--- config.mk ---
export PLATFORM = sky130hd
export DESIGN_NAME = http_chunked_body_decoder_core_flat
export DESIGN_NICKNAME = d
export VERILOG_FILES = /design/src/rtl/hcbd_pkg.sv /design/src/rtl/hcbd_in_if.sv /design/src/rtl/hcbd_out_if.sv /design/src/rtl/hcbd_step.sv /design/src/rtl/http_chunked_body_decoder_core.sv /design/src/flat_wrapper.sv
export SDC_FILE = /design/constraint.sdc
export NUM_CORES = 1
export LEC_CHECK = 0
export ABC_AREA = 1
export BUFFER_PORTS_ARGS = -buffer_cell sky130_fd_sc_hd__buf_4
export CAP_MARGIN = 0
export CORE_MARGIN = 2
export CORE_UTILIZATION = 55
export DETAILED_ROUTE_END_ITERATION = 8
export PLACE_DENSITY = 0.73
export RECOVER_POWER = 100
export SYNTH_ARGS = -nofsm -noshare
export SYNTH_HDL_FRONTEND = slang
export SYNTH_HIERARCHICAL = 1
export SYNTH_SLANG_ARGS = --single-unit
--- constraint.sdc ---
create_clock -name clk -period 3.78 [get_ports clk]
set_input_delay 0.756 -clock clk [delete_from_list [all_inputs] [get_ports clk]]
set_output_delay 0.756 -clock clk [all_outputs]
set_load 0.01 [all_outputs]
--- src/rtl/hcbd_pkg.sv ---
`timescale 1ns / 1ps
// ----------------------------------------------------------------------------
// hcbd_pkg
// Shared types, character codes and helpers for the chunked body decoder.
// ----------------------------------------------------------------------------
package hcbd_pkg;

  localparam int unsigned LENGTH_BITS_DEF = 32;
  localparam int unsigned HEX_DIGIT_BITS  = 4;

  localparam logic [7:0] CH_TAB  = 8'h09;
  localparam logic [7:0] CH_LF   = 8'h0A;
  localparam logic [7:0] CH_VT   = 8'h0B;
  localparam logic [7:0] CH_FF   = 8'h0C;
  localparam logic [7:0] CH_CR   = 8'h0D;
  localparam logic [7:0] CH_SP   = 8'h20;
  localparam logic [7:0] CH_SEMI = 8'h3B;

  // size line flag bit positions
  localparam int unsigned FL_DIGIT  = 0;
  localparam int unsigned FL_CLOSED = 1;
  localparam int unsigned FL_EXT    = 2;

  typedef enum logic [2:0] {
    PH_LINE = 3'd0,
    PH_DATA = 3'd1,
    PH_CR   = 3'd2,
    PH_LF   = 3'd3,
    PH_DONE = 3'd4,
    PH_ERR  = 3'd5
  } phase_t;

  typedef enum logic [1:0] {
    ST_BUSY = 2'd0,
    ST_DONE = 2'd1,
    ST_ERR  = 2'd2
  } status_t;

  typedef struct packed {
    phase_t     phase;
    logic [2:0] flags;
    logic       cr_pending;
  } ctl_t;

  typedef struct packed {
    logic [7:0] out_byte;
    logic       out_valid;
    status_t    status;
  } result_t;

  localparam ctl_t CTL_RESET = '{phase: PH_LINE, flags: 3'b000, cr_pending: 1'b0};

  function automatic logic is_space(input logic [7:0] c);
    return (c == CH_SP) || (c == CH_TAB) || (c == CH_CR) || (c == CH_LF) ||
           (c == CH_VT) || (c == CH_FF);
  endfunction

  // {ok, value} for a hex digit in either case
  function automatic logic [HEX_DIGIT_BITS:0] hex_digit(input logic [7:0] c);
    logic [HEX_DIGIT_BITS:0] res;
    res = '0;
    if (c >= 8'h30 && c <= 8'h39) begin
      res = {1'b1, c[3:0]};
    end else if ((c >= 8'h41 && c <= 8'h46) || (c >= 8'h61 && c <= 8'h66)) begin
      res = {1'b1, 4'(c[3:0] + 4'd9)};
    end
    return res;
  endfunction

endpackage

--- src/rtl/hcbd_in_if.sv ---
`timescale 1ns / 1ps
// ----------------------------------------------------------------------------
// hcbd_in_if
// Encoded byte channel: valid/ready handshake with byte and last marker.
// ----------------------------------------------------------------------------
interface hcbd_in_if;
  logic       valid;
  logic       ready;
  logic [7:0] in_byte;
  logic       in_last;

  modport source (output valid, output in_byte, output in_last, input ready);
  modport sink   (input valid, input in_byte, input in_last, output ready);
endinterface

--- src/rtl/hcbd_out_if.sv ---
`timescale 1ns / 1ps
// ----------------------------------------------------------------------------
// hcbd_out_if
// Result channel: valid/ready handshake with payload byte and body status.
// ----------------------------------------------------------------------------
interface hcbd_out_if;
  logic       valid;
  logic       ready;
  logic [7:0] out_byte;
  logic       out_valid;
  logic [1:0] status;

  modport source (output valid, output out_byte, output out_valid, output status,
                  input ready);
  modport sink   (input valid, input out_byte, input out_valid, input status,
                  output ready);
endinterface

--- src/rtl/hcbd_step.sv ---
`timescale 1ns / 1ps
// ----------------------------------------------------------------------------
// hcbd_step
// Next-state and result logic for one encoded byte of a chunked body.
// ----------------------------------------------------------------------------
module hcbd_step #(
  parameter int unsigned LENGTH_BITS = hcbd_pkg::LENGTH_BITS_DEF
) (
  input  hcbd_pkg::ctl_t         ctl,
  input  logic [LENGTH_BITS-1:0] cnt,
  input  logic [7:0]             in_byte,
  input  logic                   in_last,
  output hcbd_pkg::ctl_t         ctl_nxt,
  output logic [LENGTH_BITS-1:0] cnt_nxt,
  output hcbd_pkg::result_t      res
);

  localparam int unsigned DB = hcbd_pkg::HEX_DIGIT_BITS;

  hcbd_pkg::phase_t       phase_upd;
  logic [2:0]             flags_upd;
  logic                   cr_upd;
  logic [LENGTH_BITS-1:0] cnt_upd;
  logic [DB:0]            hex;
  logic                   space;

  assign hex   = hcbd_pkg::hex_digit(in_byte);
  assign space = hcbd_pkg::is_space(in_byte);

  // next state
  always_comb begin
    phase_upd = ctl.phase;
    flags_upd = ctl.flags;
    cr_upd    = ctl.cr_pending;
    cnt_upd   = cnt;
    unique case (ctl.phase)
      hcbd_pkg::PH_LINE: begin
        cr_upd = 1'b0;
        if (ctl.cr_pending && in_byte == hcbd_pkg::CH_LF) begin
          if (!ctl.flags[hcbd_pkg::FL_DIGIT]) begin
            phase_upd = hcbd_pkg::PH_ERR;
          end else if (cnt == '0) begin
            phase_upd = hcbd_pkg::PH_DONE;
          end else begin
            phase_upd = hcbd_pkg::PH_DATA;
          end
        end else begin
          // a lone CR counts as whitespace
          if (ctl.cr_pending && !ctl.flags[hcbd_pkg::FL_EXT] &&
              ctl.flags[hcbd_pkg::FL_DIGIT]) begin
            flags_upd[hcbd_pkg::FL_CLOSED] = 1'b1;
          end
          if (in_byte == hcbd_pkg::CH_CR) begin
            cr_upd = 1'b1;
          end else if (!flags_upd[hcbd_pkg::FL_EXT]) begin
            if (in_byte == hcbd_pkg::CH_SEMI) begin
              flags_upd[hcbd_pkg::FL_EXT] = 1'b1;
            end else if (space) begin
              if (flags_upd[hcbd_pkg::FL_DIGIT]) begin
                flags_upd[hcbd_pkg::FL_CLOSED] = 1'b1;
              end
            end else if (!hex[DB] || flags_upd[hcbd_pkg::FL_CLOSED] ||
                         cnt[LENGTH_BITS-1 -: DB] != '0) begin
              phase_upd = hcbd_pkg::PH_ERR;
            end else begin
              cnt_upd = {cnt[LENGTH_BITS-DB-1:0], hex[DB-1:0]};
              flags_upd[hcbd_pkg::FL_DIGIT] = 1'b1;
            end
          end
        end
      end
      hcbd_pkg::PH_DATA: begin
        cnt_upd = cnt - LENGTH_BITS'(1);
        if (cnt == LENGTH_BITS'(1)) begin
          phase_upd = hcbd_pkg::PH_CR;
        end
      end
      hcbd_pkg::PH_CR: begin
        phase_upd = (in_byte == hcbd_pkg::CH_CR) ? hcbd_pkg::PH_LF : hcbd_pkg::PH_ERR;
      end
      hcbd_pkg::PH_LF: begin
        if (in_byte == hcbd_pkg::CH_LF) begin
          phase_upd = hcbd_pkg::PH_LINE;
          cnt_upd   = '0;
          flags_upd = '0;
          cr_upd    = 1'b0;
        end else begin
          phase_upd = hcbd_pkg::PH_ERR;
        end
      end
      hcbd_pkg::PH_DONE: begin
        phase_upd = hcbd_pkg::PH_DONE;
      end
      default: begin
        phase_upd = hcbd_pkg::PH_ERR;
      end
    endcase

    // re-arm after the last byte of a buffer
    if (in_last) begin
      ctl_nxt = hcbd_pkg::CTL_RESET;
      cnt_nxt = '0;
    end else begin
      ctl_nxt = '{phase: phase_upd, flags: flags_upd, cr_pending: cr_upd};
      cnt_nxt = cnt_upd;
    end
  end

  // result
  always_comb begin
    res.out_valid = (ctl.phase == hcbd_pkg::PH_DATA);
    res.out_byte  = res.out_valid ? in_byte : 8'h00;
    if (phase_upd == hcbd_pkg::PH_DONE) begin
      res.status = hcbd_pkg::ST_DONE;
    end else if (phase_upd == hcbd_pkg::PH_ERR || in_last) begin
      res.status = hcbd_pkg::ST_ERR;
    end else begin
      res.status = hcbd_pkg::ST_BUSY;
    end
  end

endmodule

--- src/rtl/http_chunked_body_decoder_core.sv ---
`timescale 1ns / 1ps
// ----------------------------------------------------------------------------
// http_chunked_body_decoder_core
// Chunked transfer body decoder, one byte per cycle unless out_ch stalls.
// ----------------------------------------------------------------------------
// Usage:
//   in_ch carries the encoded body one byte per transaction, with in_last on
//   the final byte of a buffer. out_ch returns exactly one result per input
//   byte: the payload byte with out_valid set when the byte is chunk data,
//   and a status of in progress, body complete or framing error.
//   Each result is registered and shown on out_ch the cycle after acceptance;
//   a byte is taken every cycle unless out_ch stalls, one parse update each.
//   The result register is refilled in the cycle it is taken, so a stall
//   on out_ch holds one result and stops input only while it is not taken.
//   After completion or an error every byte reports that status until the
//   byte marked last, after which the parser re-arms for a new body.
//   Reset returns the parser to the start of a size line and empties the
//   result register; no clearing pass is needed.
// ----------------------------------------------------------------------------
module http_chunked_body_decoder_core #(
  parameter int unsigned LENGTH_BITS = hcbd_pkg::LENGTH_BITS_DEF
) (
  input  logic        clk,
  input  logic        rst_n,
  hcbd_in_if.sink     in_ch,
  hcbd_out_if.source  out_ch
);

  hcbd_pkg::ctl_t         ctl_r;
  hcbd_pkg::ctl_t         ctl_nxt;
  logic [LENGTH_BITS-1:0] cnt_r;
  logic [LENGTH_BITS-1:0] cnt_nxt;
  hcbd_pkg::result_t      res_r;
  hcbd_pkg::result_t      res_nxt;
  logic                   ovld_r;
  logic                   in_rdy;
  logic                   in_acc;

  assign in_rdy = !ovld_r || out_ch.ready;
  assign in_acc = in_ch.valid && in_rdy;

  hcbd_step #(
    .LENGTH_BITS (LENGTH_BITS)
  ) u_step (
    .ctl     (ctl_r),
    .cnt     (cnt_r),
    .in_byte (in_ch.in_byte),
    .in_last (in_ch.in_last),
    .ctl_nxt (ctl_nxt),
    .cnt_nxt (cnt_nxt),
    .res     (res_nxt)
  );

  always_ff @(posedge clk) begin
    if (!rst_n) begin
      ctl_r  <= hcbd_pkg::CTL_RESET;
      cnt_r  <= '0;
      ovld_r <= 1'b0;
    end else if (in_acc) begin
      ctl_r  <= ctl_nxt;
      cnt_r  <= cnt_nxt;
      ovld_r <= 1'b1;
    end else if (out_ch.ready) begin
      ovld_r <= 1'b0;
    end
  end

  // result payload: load on every accepted byte
  always_ff @(posedge clk) begin
    if (in_acc) begin
      res_r <= res_nxt;
    end
  end

  assign in_ch.ready      = in_rdy;
  assign out_ch.valid     = ovld_r;
  assign out_ch.out_byte  = res_r.out_byte;
  assign out_ch.out_valid = res_r.out_valid;
  assign out_ch.status    = res_r.status;

endmodule
--- src/flat_wrapper.sv ---
// flat-port wrapper written by rule: the top's interface ports become plain ports
module http_chunked_body_decoder_core_flat 
#(
  parameter int unsigned LENGTH_BITS = hcbd_pkg::LENGTH_BITS_DEF
)
  (clk, rst_n, in_ch_valid, in_ch_in_byte, in_ch_in_last, in_ch_ready, out_ch_valid, out_ch_out_byte, out_ch_out_valid, out_ch_status, out_ch_ready);
  hcbd_in_if in_ch_i ();
  hcbd_out_if out_ch_i ();
  input  logic clk;
  input  logic rst_n;
  input wire logic [$bits(in_ch_i.valid)-1:0] in_ch_valid;
  input wire logic [$bits(in_ch_i.in_byte)-1:0] in_ch_in_byte;
  input wire logic [$bits(in_ch_i.in_last)-1:0] in_ch_in_last;
  output wire logic [$bits(in_ch_i.ready)-1:0] in_ch_ready;
  output wire logic [$bits(out_ch_i.valid)-1:0] out_ch_valid;
  output wire logic [$bits(out_ch_i.out_byte)-1:0] out_ch_out_byte;
  output wire logic [$bits(out_ch_i.out_valid)-1:0] out_ch_out_valid;
  output wire logic [$bits(out_ch_i.status)-1:0] out_ch_status;
  input wire logic [$bits(out_ch_i.ready)-1:0] out_ch_ready;
  assign in_ch_i.valid = in_ch_valid;
  assign in_ch_i.in_byte = in_ch_in_byte;
  assign in_ch_i.in_last = in_ch_in_last;
  assign in_ch_ready = in_ch_i.ready;
  assign out_ch_valid = out_ch_i.valid;
  assign out_ch_out_byte = out_ch_i.out_byte;
  assign out_ch_out_valid = out_ch_i.out_valid;
  assign out_ch_status = out_ch_i.status;
  assign out_ch_i.ready = out_ch_ready;
  http_chunked_body_decoder_core #(.LENGTH_BITS(LENGTH_BITS)) u_core (.clk(clk), .rst_n(rst_n), .in_ch(in_ch_i), .out_ch(out_ch_i));
endmodule
==> metrics <==
clk_lat worst skew=0.32 ns; flops & latches, synth=51; DR WL/cell=13.7 um; via count=5763; DIE AREA=10600 um2; post-synthesis sequential area ratio=0.211; Diodes inserted=0; CP Data Arrival Time=3.28 ns; Worst Setup End Kind=flip-flop; setup TNS=0 ns; sw power=0.000738 W; drt initial violations=435; switching portion of total power=0.435; vias in the first global route=5093; first-pass GRT wire length=23800 um; Fin. Hold Viols=0; Final setup viols=0; TritonRoute pass-1 iters=6; PD cells=311 nW/um2; max-cap violations=1; fin cells=1044; layout filler cell count=1015; Cells after DPL=1036; most frequent cells in the layout=195 x nand2_1, 131 x inv_1, 124 x nor2_1; layout cells sized above 1=0.105; Tot GR Track Use=0.278; Worst Path Required=4.01 ns; worst-path maximum fanout=27; critical path class=in2reg; Final #Nets=930; min cycle time layout=3.05 ns; Clk pwr share=0.192; period utilisation layout=0.808; post-route ant nets=0; Mapped Avg Cell Area=5.84 um2; most common cell after layout, fill and taps aside=nand2_1; Post-CTS Hold Buffers=0; Starting Density=0.557; synthesis warning total=6; WHS=0.527 ns; run status=finished, violations left; Worst-Margin Slew=1.85 ns; Core Rows=36; Syn Nets=939; Multi-input gate area=3360 um2; Worst Skew=0.0142 ns; initial antenna violation count=0; Area Growth Syn to Fin=1.51%; I/O pin total=26; Post-CTS Resized=0; root buf cell=clkbuf_8; Bufs on Longest Clock Path=2; Final Routed Wirelength=14300 um; clk sink count=51; Die Span Y=103 um; Pleak=2.57 nW; routability cong.=0.905; Final Max Tran Viols=39; part of the power in combinational logic=0.421; Relative slew margins=-0.233; crit start category=input port; Min-Delay Path Class=reg2reg; register area=1130 um2; Post-Syn Instances=919; Seq pwr share=0.387; Residual DRC=0; worst ir drop on vdd=0.166 mV; unrepaired setup endpoints after global routing=no; buffer count from post-CTS setup fixing=0; total CTS buffers=5; core area=9640 um2; failing checks=capacitance limit, slew limit; library cells used by synthesis=37; Clk pin slew, worst setup/hold paths=0.11 ns; IO Port Bufs=25; pin count of the biggest net entering global routing=81; Cell Area, Synth=5370 um2; die width=103 um; CTS H-tree lvls=2; Max Clock Freq=327 MHz; P_int=0.000960 W; CTS tree=done; DP HPWL=9800 um; vias per inst=5.52; GRT overflow=0
[sequential cells by signal (all words and copies together), names as in the netlist]
signal	cells
u_core/cnt_r	32
u_core/out_ch.out_byte	8
u_core/ctl_r	7
u_core/out_ch.status	2
u_core/out_ch.out_valid	1
u_core/out_ch.valid	1
[final timing paths]
path / slack [ns] / cells after the start / end / start
setup / recovery: 0.73 / 16 / u_core/ctl_r[6] / in_ch_in_byte[0]
hold / removal: 0.53 / 2 / u_core/cnt_r[1] / u_core/cnt_r[1]
setup reg to reg: 1.09 / 13 / u_core/ctl_r[6] / u_core/ctl_r[6]
hold reg to reg: 0.53 / 2 / u_core/cnt_r[1] / u_core/cnt_r[1]
[critical path: stages]
cell	delay, ns
buf_4	0.13
inv_1	0.12
ha_1	0.16
nand3_1	0.10
inv_1	0.09
nand2_1	0.09
nand2_1	0.71
inv_2	0.29
nor2_1	0.16
nand2_1	0.08
a21oi_1	0.21
nor2_1	0.06
inv_1	0.05
nand3_1	0.08
nand2_1	0.13
nor2_1	0.04
[synthesized netlist by cell type]
library cell	count	area (um2)
nand2_1	193	724
inv_1	131	492
nor2_1	124	465
nand3_1	113	566
a21oi_1	77	385
o21ai_0	60	300
dfxtp_1	40	801
a21oi_2	20	175
nand3_2	19	190
buf_2	18	90.1
nand2_2	17	106
nand4_1	14	87.6
clkbuf_1	12	45.0
edfxtp_1	11	330
buf_6	10	113
inv_2	10	37.5
ha_1	7	87.6
o211ai_1	6	45.0
nor3_1	5	25.0
buf_4	4	30.0
nor2_4	4	45.0
buf_8	3	45.0
nor2_2	3	18.8
a211oi_1	2	15.0
a31oi_1	2	12.5
nand2_4	2	22.5
xor2_1	2	17.5
a21boi_1	1	7.51
a21oi_4	1	16.3
clkinv_2	1	5.00
nand3_4	1	17.5
nor3_4	1	16.3
nor4_1	1	6.26
o21ai_1	1	5.00
o21bai_1	1	7.51
o221ai_1	1	8.76
o31ai_1	1	7.51
[logic make-up after synthesis]
logic type,Yosys count,share of synthesized area
AO/OA/AOI/OAI,173,0.184
buffers and inverters,189,0.160
adder cells (fa/ha/maj),7,0.0163
XOR/XNOR,2,0.00326
AND/OR/NAND/NOR,497,0.427
flip-flops,51,0.211
[final cells by class]
cell class,count,share of cell area
multi-input cells,679,0.616
flip-flops and latches,51,0.207
inverters,142,0.0980
repair buffers,31,0.0319
well taps,133,0.0305
clock buffers,6,0.0133
clock inverters,2,0.00230
[power by group through the flow]
stage                     Combinational [W]  Clock (W)  Sequential, W
after global routing               0.000809   0.000356       0.000664
final                              0.000715   0.000327       0.000656
after floorplan                    0.000574          0       0.000657
after detailed placement           0.000712          0       0.000667
after CTS                          0.000715   0.000338       0.000655
after global placement             0.000696          0       0.000666
[metrics by stage]
step / util / setup WS (ns) / power [W] / area (um2)
final: 0.566 / 0.727 / 0.00170 / 5450
after global routing: 0.566 / 0.457 / 0.00183 / 5450
after CTS: 0.574 / 1.11 / 0.00171 / 5530
after detailed placement: 0.565 / 0.769 / 0.00138 / 5450
after global placement: 0.565 / 0.933 / 0.00136 / 5450
after floorplan: - / 1.38 / 0.00123 / 5370
[routing by layer]
| metal | wire, um | part of all wire | vias up | global-route usage |
|---|---|---|---|---|
| met1 | 6480 | 0.45 | 2572 | 0.383 |
| li1 | - | - | 2939 | - |
| met5 | 0 | 0 | - | 0 |
| met3 | 1110 | 0.078 | 20 | 0.0366 |
| met2 | 6500 | 0.46 | 232 | 0.453 |
| met4 | 197 | 0.014 | 0 | 0.0870 |
(Power assumes the default switching activity.)
